[src/sv/jsesc_pkg.sv]
// ----------------------------------------------------------------------------
// jsesc_pkg
// Shared types, codes and character functions of the JSON string escaper.
// ----------------------------------------------------------------------------
package jsesc_pkg;

    localparam int QUEUE_DEPTH = 2;
    localparam int PADDR_W     = 3;

    // Register byte addresses (bit 2 selects the register index)
    localparam logic [PADDR_W-1:0] ADDR_ESCAPE_ENABLE = 3'd0;

    // Class of one accepted word
    localparam logic [1:0] CLS_PASS    = 2'd0;
    localparam logic [1:0] CLS_PERCENT = 2'd1;
    localparam logic [1:0] CLS_UNICODE = 2'd2;

    localparam logic [7:0] CH_BSLASH  = 8'h5C;
    localparam logic [7:0] CH_QUOTE   = 8'h22;
    localparam logic [7:0] CH_PERCENT = 8'h25;
    localparam logic [7:0] CH_U       = 8'h75;
    localparam logic [7:0] CH_ZERO    = 8'h30;
    localparam logic [7:0] CH_UPPER_A = 8'h41;

    localparam logic [2:0] STEP_LAST_PASS    = 3'd0;
    localparam logic [2:0] STEP_LAST_PERCENT = 3'd1;
    localparam logic [2:0] STEP_LAST_UNICODE = 3'd5;

    typedef struct packed {
        logic [1:0] cls;
        logic [7:0] data;
    } entry_t;

    typedef struct packed {
        logic full;
        logic empty;
    } q_stat_t;

    typedef struct packed {
        logic busy;
        logic pop;
    } back_stat_t;

    function automatic logic [1:0] classify(input logic [7:0] b, input logic en);
        logic [1:0] cls;
        cls = CLS_PASS;
        if (en && (b != 8'h00)) begin
            if (b == CH_PERCENT) begin
                cls = CLS_PERCENT;
            end
            else if ((b inside {CH_BSLASH, CH_QUOTE, [8'h01:8'h1F], [8'h80:8'hFF]})) begin
                cls = CLS_UNICODE;
            end
        end
        return cls;
    endfunction

    function automatic logic [7:0] hex_char(input logic [3:0] nib);
        logic [7:0] c;
        if (nib < 4'd10) begin
            c = CH_ZERO + {4'd0, nib};
        end
        else begin
            c = CH_UPPER_A + {4'd0, nib} - 8'd10;
        end
        return c;
    endfunction

    function automatic logic [2:0] last_step(input logic [1:0] cls);
        logic [2:0] s;
        case (cls)
            CLS_PERCENT: s = STEP_LAST_PERCENT;
            CLS_UNICODE: s = STEP_LAST_UNICODE;
            default:     s = STEP_LAST_PASS;
        endcase
        return s;
    endfunction

    function automatic logic [7:0] char_at(input entry_t e, input logic [2:0] step);
        logic [7:0] c;
        c = e.data;
        if (e.cls == CLS_PERCENT) begin
            c = CH_PERCENT;
        end
        else if (e.cls == CLS_UNICODE) begin
            case (step)
                3'd0:    c = CH_BSLASH;
                3'd1:    c = CH_U;
                3'd2:    c = CH_ZERO;
                3'd3:    c = CH_ZERO;
                3'd4:    c = hex_char(e.data[7:4]);
                default: c = hex_char(e.data[3:0]);
            endcase
        end
        return c;
    endfunction

endpackage

[src/sv/jsesc_front.sv]
// ----------------------------------------------------------------------------
// jsesc_front
// Accepts input bytes, classifies them and registers one word for the queue.
// ----------------------------------------------------------------------------
module jsesc_front (
    input  logic             clk,
    input  logic             rst_n,
    input  logic             escape_enable,
    input  logic             in_valid,
    output logic             in_ready,
    input  logic [7:0]       in_byte,
    output logic             push,
    output jsesc_pkg::entry_t push_entry,
    input  logic             q_ready
);

    logic              valid_reg;
    logic              valid_next;
    jsesc_pkg::entry_t entry_reg;
    logic              take;

    // Advance whenever the held word moves on or the slot is empty
    assign in_ready   = !valid_reg || q_ready;
    assign take       = in_valid && in_ready;
    assign push       = valid_reg;
    assign push_entry = entry_reg;

    always_comb
    begin
        valid_next = valid_reg;
        if (take) begin
            valid_next = 1'b1;
        end
        else if (q_ready) begin
            valid_next = 1'b0;
        end
    end

    always_ff @(posedge clk or negedge rst_n)
    begin
        if (!rst_n) begin
            valid_reg <= 1'b0;
        end
        else begin
            valid_reg <= valid_next;
        end
    end

    always_ff @(posedge clk)
    begin
        if (take) begin
            entry_reg.cls  <= jsesc_pkg::classify(in_byte, escape_enable);
            entry_reg.data <= in_byte;
        end
    end

endmodule

[src/sv/jsesc_queue.sv]
// ----------------------------------------------------------------------------
// jsesc_queue
// Short FIFO of classified words between the front and the back.
// ----------------------------------------------------------------------------
module jsesc_queue #(
    parameter int DEPTH = jsesc_pkg::QUEUE_DEPTH
) (
    input  logic              clk,
    input  logic              rst_n,
    input  logic              push,
    input  jsesc_pkg::entry_t push_entry,
    output logic              push_ready,
    input  logic              pop,
    output logic              head_valid,
    output jsesc_pkg::entry_t head_entry,
    output jsesc_pkg::q_stat_t stat
);

    localparam int PTR_W = (DEPTH > 1) ? $clog2(DEPTH) : 1;
    localparam int CNT_W = $clog2(DEPTH + 1);

    jsesc_pkg::entry_t mem [DEPTH];

    logic [PTR_W-1:0] wr_ptr_reg;
    logic [PTR_W-1:0] rd_ptr_reg;
    logic [CNT_W-1:0] count_reg;
    logic [CNT_W-1:0] count_next;
    logic             do_push;
    logic             do_pop;

    assign stat.full   = (count_reg == CNT_W'(DEPTH));
    assign stat.empty  = (count_reg == '0);
    assign push_ready  = !stat.full;
    assign head_valid  = !stat.empty;
    assign head_entry  = mem[rd_ptr_reg];
    assign do_push     = push && !stat.full;
    assign do_pop      = pop && !stat.empty;

    always_comb
    begin
        count_next = count_reg;
        if (do_push && !do_pop) begin
            count_next = count_reg + 1'b1;
        end
        else if (do_pop && !do_push) begin
            count_next = count_reg - 1'b1;
        end
    end

    always_ff @(posedge clk or negedge rst_n)
    begin
        if (!rst_n) begin
            wr_ptr_reg <= '0;
            rd_ptr_reg <= '0;
            count_reg  <= '0;
        end
        else begin
            count_reg <= count_next;
            if (do_push) begin
                wr_ptr_reg <= (wr_ptr_reg == PTR_W'(DEPTH - 1)) ? '0 : wr_ptr_reg + 1'b1;
            end
            if (do_pop) begin
                rd_ptr_reg <= (rd_ptr_reg == PTR_W'(DEPTH - 1)) ? '0 : rd_ptr_reg + 1'b1;
            end
        end
    end

    always_ff @(posedge clk)
    begin
        if (do_push) begin
            mem[wr_ptr_reg] <= push_entry;
        end
    end

endmodule

[src/sv/jsesc_back.sv]
// ----------------------------------------------------------------------------
// jsesc_back
// Sequencer that expands each word into its characters through an output
// register.
// ----------------------------------------------------------------------------
module jsesc_back (
    input  logic                  clk,
    input  logic                  rst_n,
    input  logic                  head_valid,
    input  jsesc_pkg::entry_t     head_entry,
    output logic                  pop,
    output logic                  out_valid,
    input  logic                  out_ready,
    output logic [7:0]            out_char,
    output logic                  run_last,
    output jsesc_pkg::back_stat_t stat
);

    logic              busy_reg;
    jsesc_pkg::entry_t ent_reg;
    logic [2:0]        step_reg;
    logic              out_valid_reg;
    logic [7:0]        out_char_reg;
    logic              run_last_reg;

    jsesc_pkg::entry_t cur;
    logic [2:0]        cur_step;
    logic              have;
    logic              load;
    logic              emit;
    logic              is_last;

    // Work from the held word mid-run, else straight from the queue head
    assign cur      = busy_reg ? ent_reg : head_entry;
    assign cur_step = busy_reg ? step_reg : 3'd0;
    assign have     = busy_reg || head_valid;
    assign load     = !out_valid_reg || out_ready;
    assign emit     = load && have;
    assign is_last  = (cur_step == jsesc_pkg::last_step(cur.cls));
    assign pop      = emit && !busy_reg;

    assign out_valid = out_valid_reg;
    assign out_char  = out_char_reg;
    assign run_last  = run_last_reg;
    assign stat.busy = busy_reg;
    assign stat.pop  = pop;

    always_ff @(posedge clk or negedge rst_n)
    begin
        if (!rst_n) begin
            busy_reg      <= 1'b0;
            step_reg      <= 3'd0;
            out_valid_reg <= 1'b0;
        end
        else begin
            if (load) begin
                out_valid_reg <= have;
            end
            if (emit) begin
                busy_reg <= !is_last;
                step_reg <= cur_step + 3'd1;
            end
        end
    end

    always_ff @(posedge clk)
    begin
        if (emit) begin
            ent_reg      <= cur;
            out_char_reg <= jsesc_pkg::char_at(cur, cur_step);
            run_last_reg <= is_last;
        end
    end

endmodule

[src/sv/json_string_byte_escaper.sv]
// ----------------------------------------------------------------------------
// json_string_byte_escaper
// Escapes a Latin-1 byte stream for use inside a JSON string literal.
// ----------------------------------------------------------------------------
// Input channel: in_valid / in_ready / in_byte, one byte per word.
// Output channel: out_valid / out_ready / out_char / run_last, one character
// per word; run_last marks the final character produced by an input byte.
// With escape_enable set, '%' becomes "%%", and backslash, double quote,
// 0x01-0x1F and 0x80-0xFF become \u00XX in upper-case hex; all other bytes,
// and the zero terminator always, pass through as one character.
// escape_enable is written over the APB port at address 0; pready is tied
// high and writes complete in the access cycle.
// A byte passes the front register, the queue, then the output register.
// Plain bytes go in at one input byte per cycle while the receiver keeps up;
// a percent sign gives two characters, a \u escape six. Unless stalled, the
// sequencer drives one character per cycle into its single output register.
// Reset clears the queue, the sequencer and escape_enable (escaping off).
// When the receiver stalls, the output register holds its character, the
// two-entry queue and front register fill, then in_ready drops.
// ----------------------------------------------------------------------------
module json_string_byte_escaper #(
    parameter int QUEUE_DEPTH = jsesc_pkg::QUEUE_DEPTH
) (
    input  logic                          clk,
    input  logic                          rst_n,
    // APB configuration port
    input  logic                          psel,
    input  logic                          penable,
    input  logic                          pwrite,
    input  logic [jsesc_pkg::PADDR_W-1:0] paddr,
    input  logic [31:0]                   pwdata,
    output logic [31:0]                   prdata,
    output logic                          pready,
    // input bytes
    input  logic                          in_valid,
    output logic                          in_ready,
    input  logic [7:0]                    in_byte,
    // output characters
    output logic                          out_valid,
    input  logic                          out_ready,
    output logic [7:0]                    out_char,
    output logic                          run_last
);

    logic                  escape_enable_reg;
    logic                  cfg_write;
    logic                  sel_enable;

    logic                  push;
    jsesc_pkg::entry_t     push_entry;
    logic                  q_ready;
    logic                  pop;
    logic                  head_valid;
    jsesc_pkg::entry_t     head_entry;
    jsesc_pkg::q_stat_t    q_stat;
    jsesc_pkg::back_stat_t b_stat;

    // Register index is paddr[2]; lower bits are the byte offset
    assign pready     = 1'b1;
    assign cfg_write  = psel && penable && pwrite && pready;
    assign sel_enable = (paddr[2] == jsesc_pkg::ADDR_ESCAPE_ENABLE[2]);
    assign prdata     = sel_enable ? {31'd0, escape_enable_reg} : 32'd0;

    always_ff @(posedge clk or negedge rst_n)
    begin
        if (!rst_n) begin
            escape_enable_reg <= 1'b0;
        end
        else if (cfg_write && sel_enable) begin
            escape_enable_reg <= pwdata[0];
        end
    end

    // Front: accept and classify
    jsesc_front u_front (
        .clk           (clk),
        .rst_n         (rst_n),
        .escape_enable (escape_enable_reg),
        .in_valid      (in_valid),
        .in_ready      (in_ready),
        .in_byte       (in_byte),
        .push          (push),
        .push_entry    (push_entry),
        .q_ready       (q_ready)
    );

    // Queue decouples the two sides
    jsesc_queue #(
        .DEPTH (QUEUE_DEPTH)
    ) u_queue (
        .clk        (clk),
        .rst_n      (rst_n),
        .push       (push),
        .push_entry (push_entry),
        .push_ready (q_ready),
        .pop        (pop),
        .head_valid (head_valid),
        .head_entry (head_entry),
        .stat       (q_stat)
    );

    // Back: expand each word into characters
    jsesc_back u_back (
        .clk        (clk),
        .rst_n      (rst_n),
        .head_valid (head_valid),
        .head_entry (head_entry),
        .pop        (pop),
        .out_valid  (out_valid),
        .out_ready  (out_ready),
        .out_char   (out_char),
        .run_last   (run_last),
        .stat       (b_stat)
    );

    // A word offered to a full queue is held back: q_ready is low
    a_push_room: assert property (@(posedge clk) disable iff (!rst_n)
        (push && q_stat.full) |-> !q_ready)
        else $error("push into full queue not held back");

    // Back never pops an empty queue
    a_pop_nonempty: assert property (@(posedge clk) disable iff (!rst_n)
        b_stat.pop |-> !q_stat.empty)
        else $error("pop from empty queue");

    // No new word is taken mid-run
    a_busy_no_pop: assert property (@(posedge clk) disable iff (!rst_n)
        b_stat.busy |-> !b_stat.pop)
        else $error("queue popped during an escape run");

    // A terminator is always a single-character run
    a_term_last: assert property (@(posedge clk) disable iff (!rst_n)
        (out_valid && (out_char == 8'h00)) |-> run_last)
        else $error("terminator without run_last");

endmodule

[config.mk]
export PLATFORM = sky130hd
export DESIGN_NAME = json_string_byte_escaper
export DESIGN_NICKNAME = d
export VERILOG_FILES = /design/src/sv/jsesc_pkg.sv /design/src/sv/jsesc_front.sv /design/src/sv/jsesc_queue.sv /design/src/sv/jsesc_back.sv /design/src/sv/json_string_byte_escaper.sv
export SDC_FILE = /design/constraint.sdc
export NUM_CORES = 1
export LEC_CHECK = 0
export ABC_AREA = 0
export BUFFER_PORTS_ARGS = -buffer_cell sky130_fd_sc_hd__buf_4
export CAP_MARGIN = 20
export CELL_PAD_IN_SITES_DETAIL_PLACEMENT = 0
export CELL_PAD_IN_SITES_GLOBAL_PLACEMENT = 1
export CORE_MARGIN = 8
export CORE_UTILIZATION = 36
export CTS_CLUSTER_SIZE = 8
export DETAILED_ROUTE_END_ITERATION = 6
export PLACE_DENSITY = 0.73
export SYNTH_ARGS = -nofsm -noshare
export SYNTH_HDL_FRONTEND = slang
export SYNTH_HIERARCHICAL = 1
export SYNTH_SLANG_ARGS = --single-unit
export TNS_END_PERCENT = 10
[constraint.sdc]
create_clock -name clk -period 2.1 [get_ports clk]
set_input_delay 0.105 -clock clk [delete_from_list [all_inputs] [get_ports clk]]
set_output_delay 0.105 -clock clk [all_outputs]
set_load 0.02 [all_outputs]
==> impl_metrics.json <==
{
  "status": "finished, violations left",
  "violations": "negative setup slack",
  "min_period_over_period_pct": 100,
  "syn_inst": 259,
  "rows": 34,
  "maxCapViolCount": 0,
  "wl_met3_um": 323,
  "clockBufferDepth": 2,
  "hold_viol_final": 0,
  "post_dp_cell_area_um2": 3600,
  "start_kind": "flip-flop",
  "arrival_ps": 2200,
  "dpl.hpwl_um": 4440,
  "routed_wl_um": 6010,
  "p_leak_nw": 1.67,
  "rsz0062_at_grt": "true",
  "holdWs_ps": 120,
  "grt_start_max_net_pins": 22,
  "final_core_utilization_pct": 46.5,
  "htree_levels": 3,
  "dieArea_um2": 12100,
  "track_usage_pct": 10.7,
  "fin_skew_ps": 9.23,
  "vias": 2067,
  "drt_first_iter_violations": 61,
  "final_area_um2": 4020,
  "drt_pass1_iterations": 4,
  "crit_path_end_kind": "flip-flop",
  "ios": 94,
  "grt_overflow": 0,
  "crit_path_max_incr_delay_ps": 450,
  "finalNonFillerCells": 449,
  "root_buffer": "clkbuf_8",
  "die_w_um": 110,
  "worstMarginPinSlew_ps": 837,
  "crit_slowest_cell": "dfrtp_2",
  "drc": 0,
  "wl_met2_um": 2910,
  "die_y_um": 110,
  "port_buffers": 28,
  "fmax_mhz": 476,
  "power.density_nw_per_um2": 1670,
  "cts_sinks": 60,
  "grt_pass1_wl_um": 10100,
  "ys.warnings.count": 6,
  "ant_nets": 0,
  "largest_reg_flops": 20,
  "critPathMaxFanout": 7,
  "antenna_cells": 0,
  "netlist_area_um2": 3170,
  "slew_viol_final": 0,
  "area_delta_synth_final_pct": 26.5,
  "numCtsBuffers": 9,
  "period_needed_ps": 2100,
  "place.gp.congestion": 0.849,
  "post-route-worst-setup-slack_ps": -0.823,
  "core-area_um2": 8640,
  "hold_path.class": "in -> reg",
  "grt_antenna_before_repair": 0,
  "layout.nets": 397,
  "slew_headroom_pct": 44.1,
  "worstPathCellList": "buf_12 -> mux2_4 -> mux2i_2 -> ha_2 -> inv_2 -> a21o_1 -> a21oi_1 -> o211a_1 -> nor3_2",
  "via_per_inst": 4.60,
  "cts_tree": "built",
  "dp.cells": 418,
  "path_class": "reg -> reg",
  "n_fill_cell": 797,
  "initial_core_util_pct": 36.8,
  "worst_ir_drop_vdd_uv": 595,
  "syn_area_per_cell_um2": 12.3,
  "avgRoutedWirePerCell_um": 13.4,
  "path_clk_slew_ps": 70,
  "setup_violations": 1,
  "routed.top_layer": "met4",
  "cp.required_ps": 2200,
  "grt_pass1_vias": 2200,
  "wl_met1_um": 2700,
  "clk_latency_ps": 330,
  "drive_gt1_share_pct": 35.5,
  "power.total_mw": 6.69
}
## area by class of cell
type / instances / area (um2) / area share (%)
Clock buffer: 9 / 124 / 3.09
Clock inverter: 7 / 76.3 / 1.90
Inverter: 15 / 56.3 / 1.40
Multi-Input combinational cell: 177 / 1280 / 32.0
Sequential cell: 60 / 1750 / 43.5
Tap cell: 108 / 135 / 3.37
Timing Repair Buffer: 73 / 592 / 14.7
## per-stage QoR
step	setup slack, ps	TNS (ps)
after detailed placement	-104	-214
after floorplan	-23.9	-52.3
after global placement	-103	-277
after global routing	-83.2	-1190
after CTS	-3.34	-3.34
final	-0.823	-0.823
## repair_timing
| item | in CTS | in global routing |
|---|---|---|
| gates resized for setup | 9 | 10 |
| hold buffers | 11 | 0 |
| pin swaps | 7 | 4 |
| endpoints found under the setup margin | 5 | 27 |
| endpoints found under the hold margin | 21 | 0 |
| buffers inserted | 2 | 2 |
## per-layer routing
layer	vias up	global-route usage, %
met5	-	0
met4	0	4.73
met3	8	3.22
met2	55	17.3
met1	989	12.9
li1	1015	-
## cell usage in the layout, fill, tap and decap left out, drive strengths merged, types with 2 or more instances in the layout
cell type     n
a211oi        3
and3          2
xor2          3
nor3          6
nand3         4
mux2         12
inv          16
buf          62
xnor2         5
edfxtp       49
nor4          3
nand2b        9
o211ai        3
clkinv        3
a21boi        2
clkinvlp      2
conb         32
a21oi        11
nor2         12
dlygate4sd3  11
nand2        21
ha           11
or3           2
o22ai         2
clkbuf        9
dfrtp        11
a2bb2oi       3
mux2i         7
and2          3
o21ai         8
## final timing paths
check | from | to | slack (ps) | cells after the start
max | u_queue/rd_ptr_reg | u_back/out_char[6] | -0.8 | 9
min | paddr[2] | escape_enable_reg | 120 | 3
max reg2reg | u_queue/rd_ptr_reg | u_back/out_char[6] | -0.8 | 9
min reg2reg | u_front/push_entry[5] | u_queue/mem[1][5] | 450 | 0
max in group asynchronous | rst_n | u_queue/rd_ptr_reg | 1800 | 2
min in group asynchronous | rst_n | u_back/step_reg[1] | 140 | 2
## power breakdown
group	switching, mW	internal [mW]	leakage [nW]
clock network	0.481	0.553	0.0958
registers	0.206	1.89	0.596
logic	1.84	1.72	0.979
## critical path, delay by kind of cell, from the launching register on
family                     cells  cell delay (ps)
AOI/OAI and AO/OA              3              480
and+or+nand+nor                1               40
buffers and inverters          2              190
DFF                            1              450
muxes                          2              480
adders and majority gates      1              220
(Power assumes the default switching activity.)
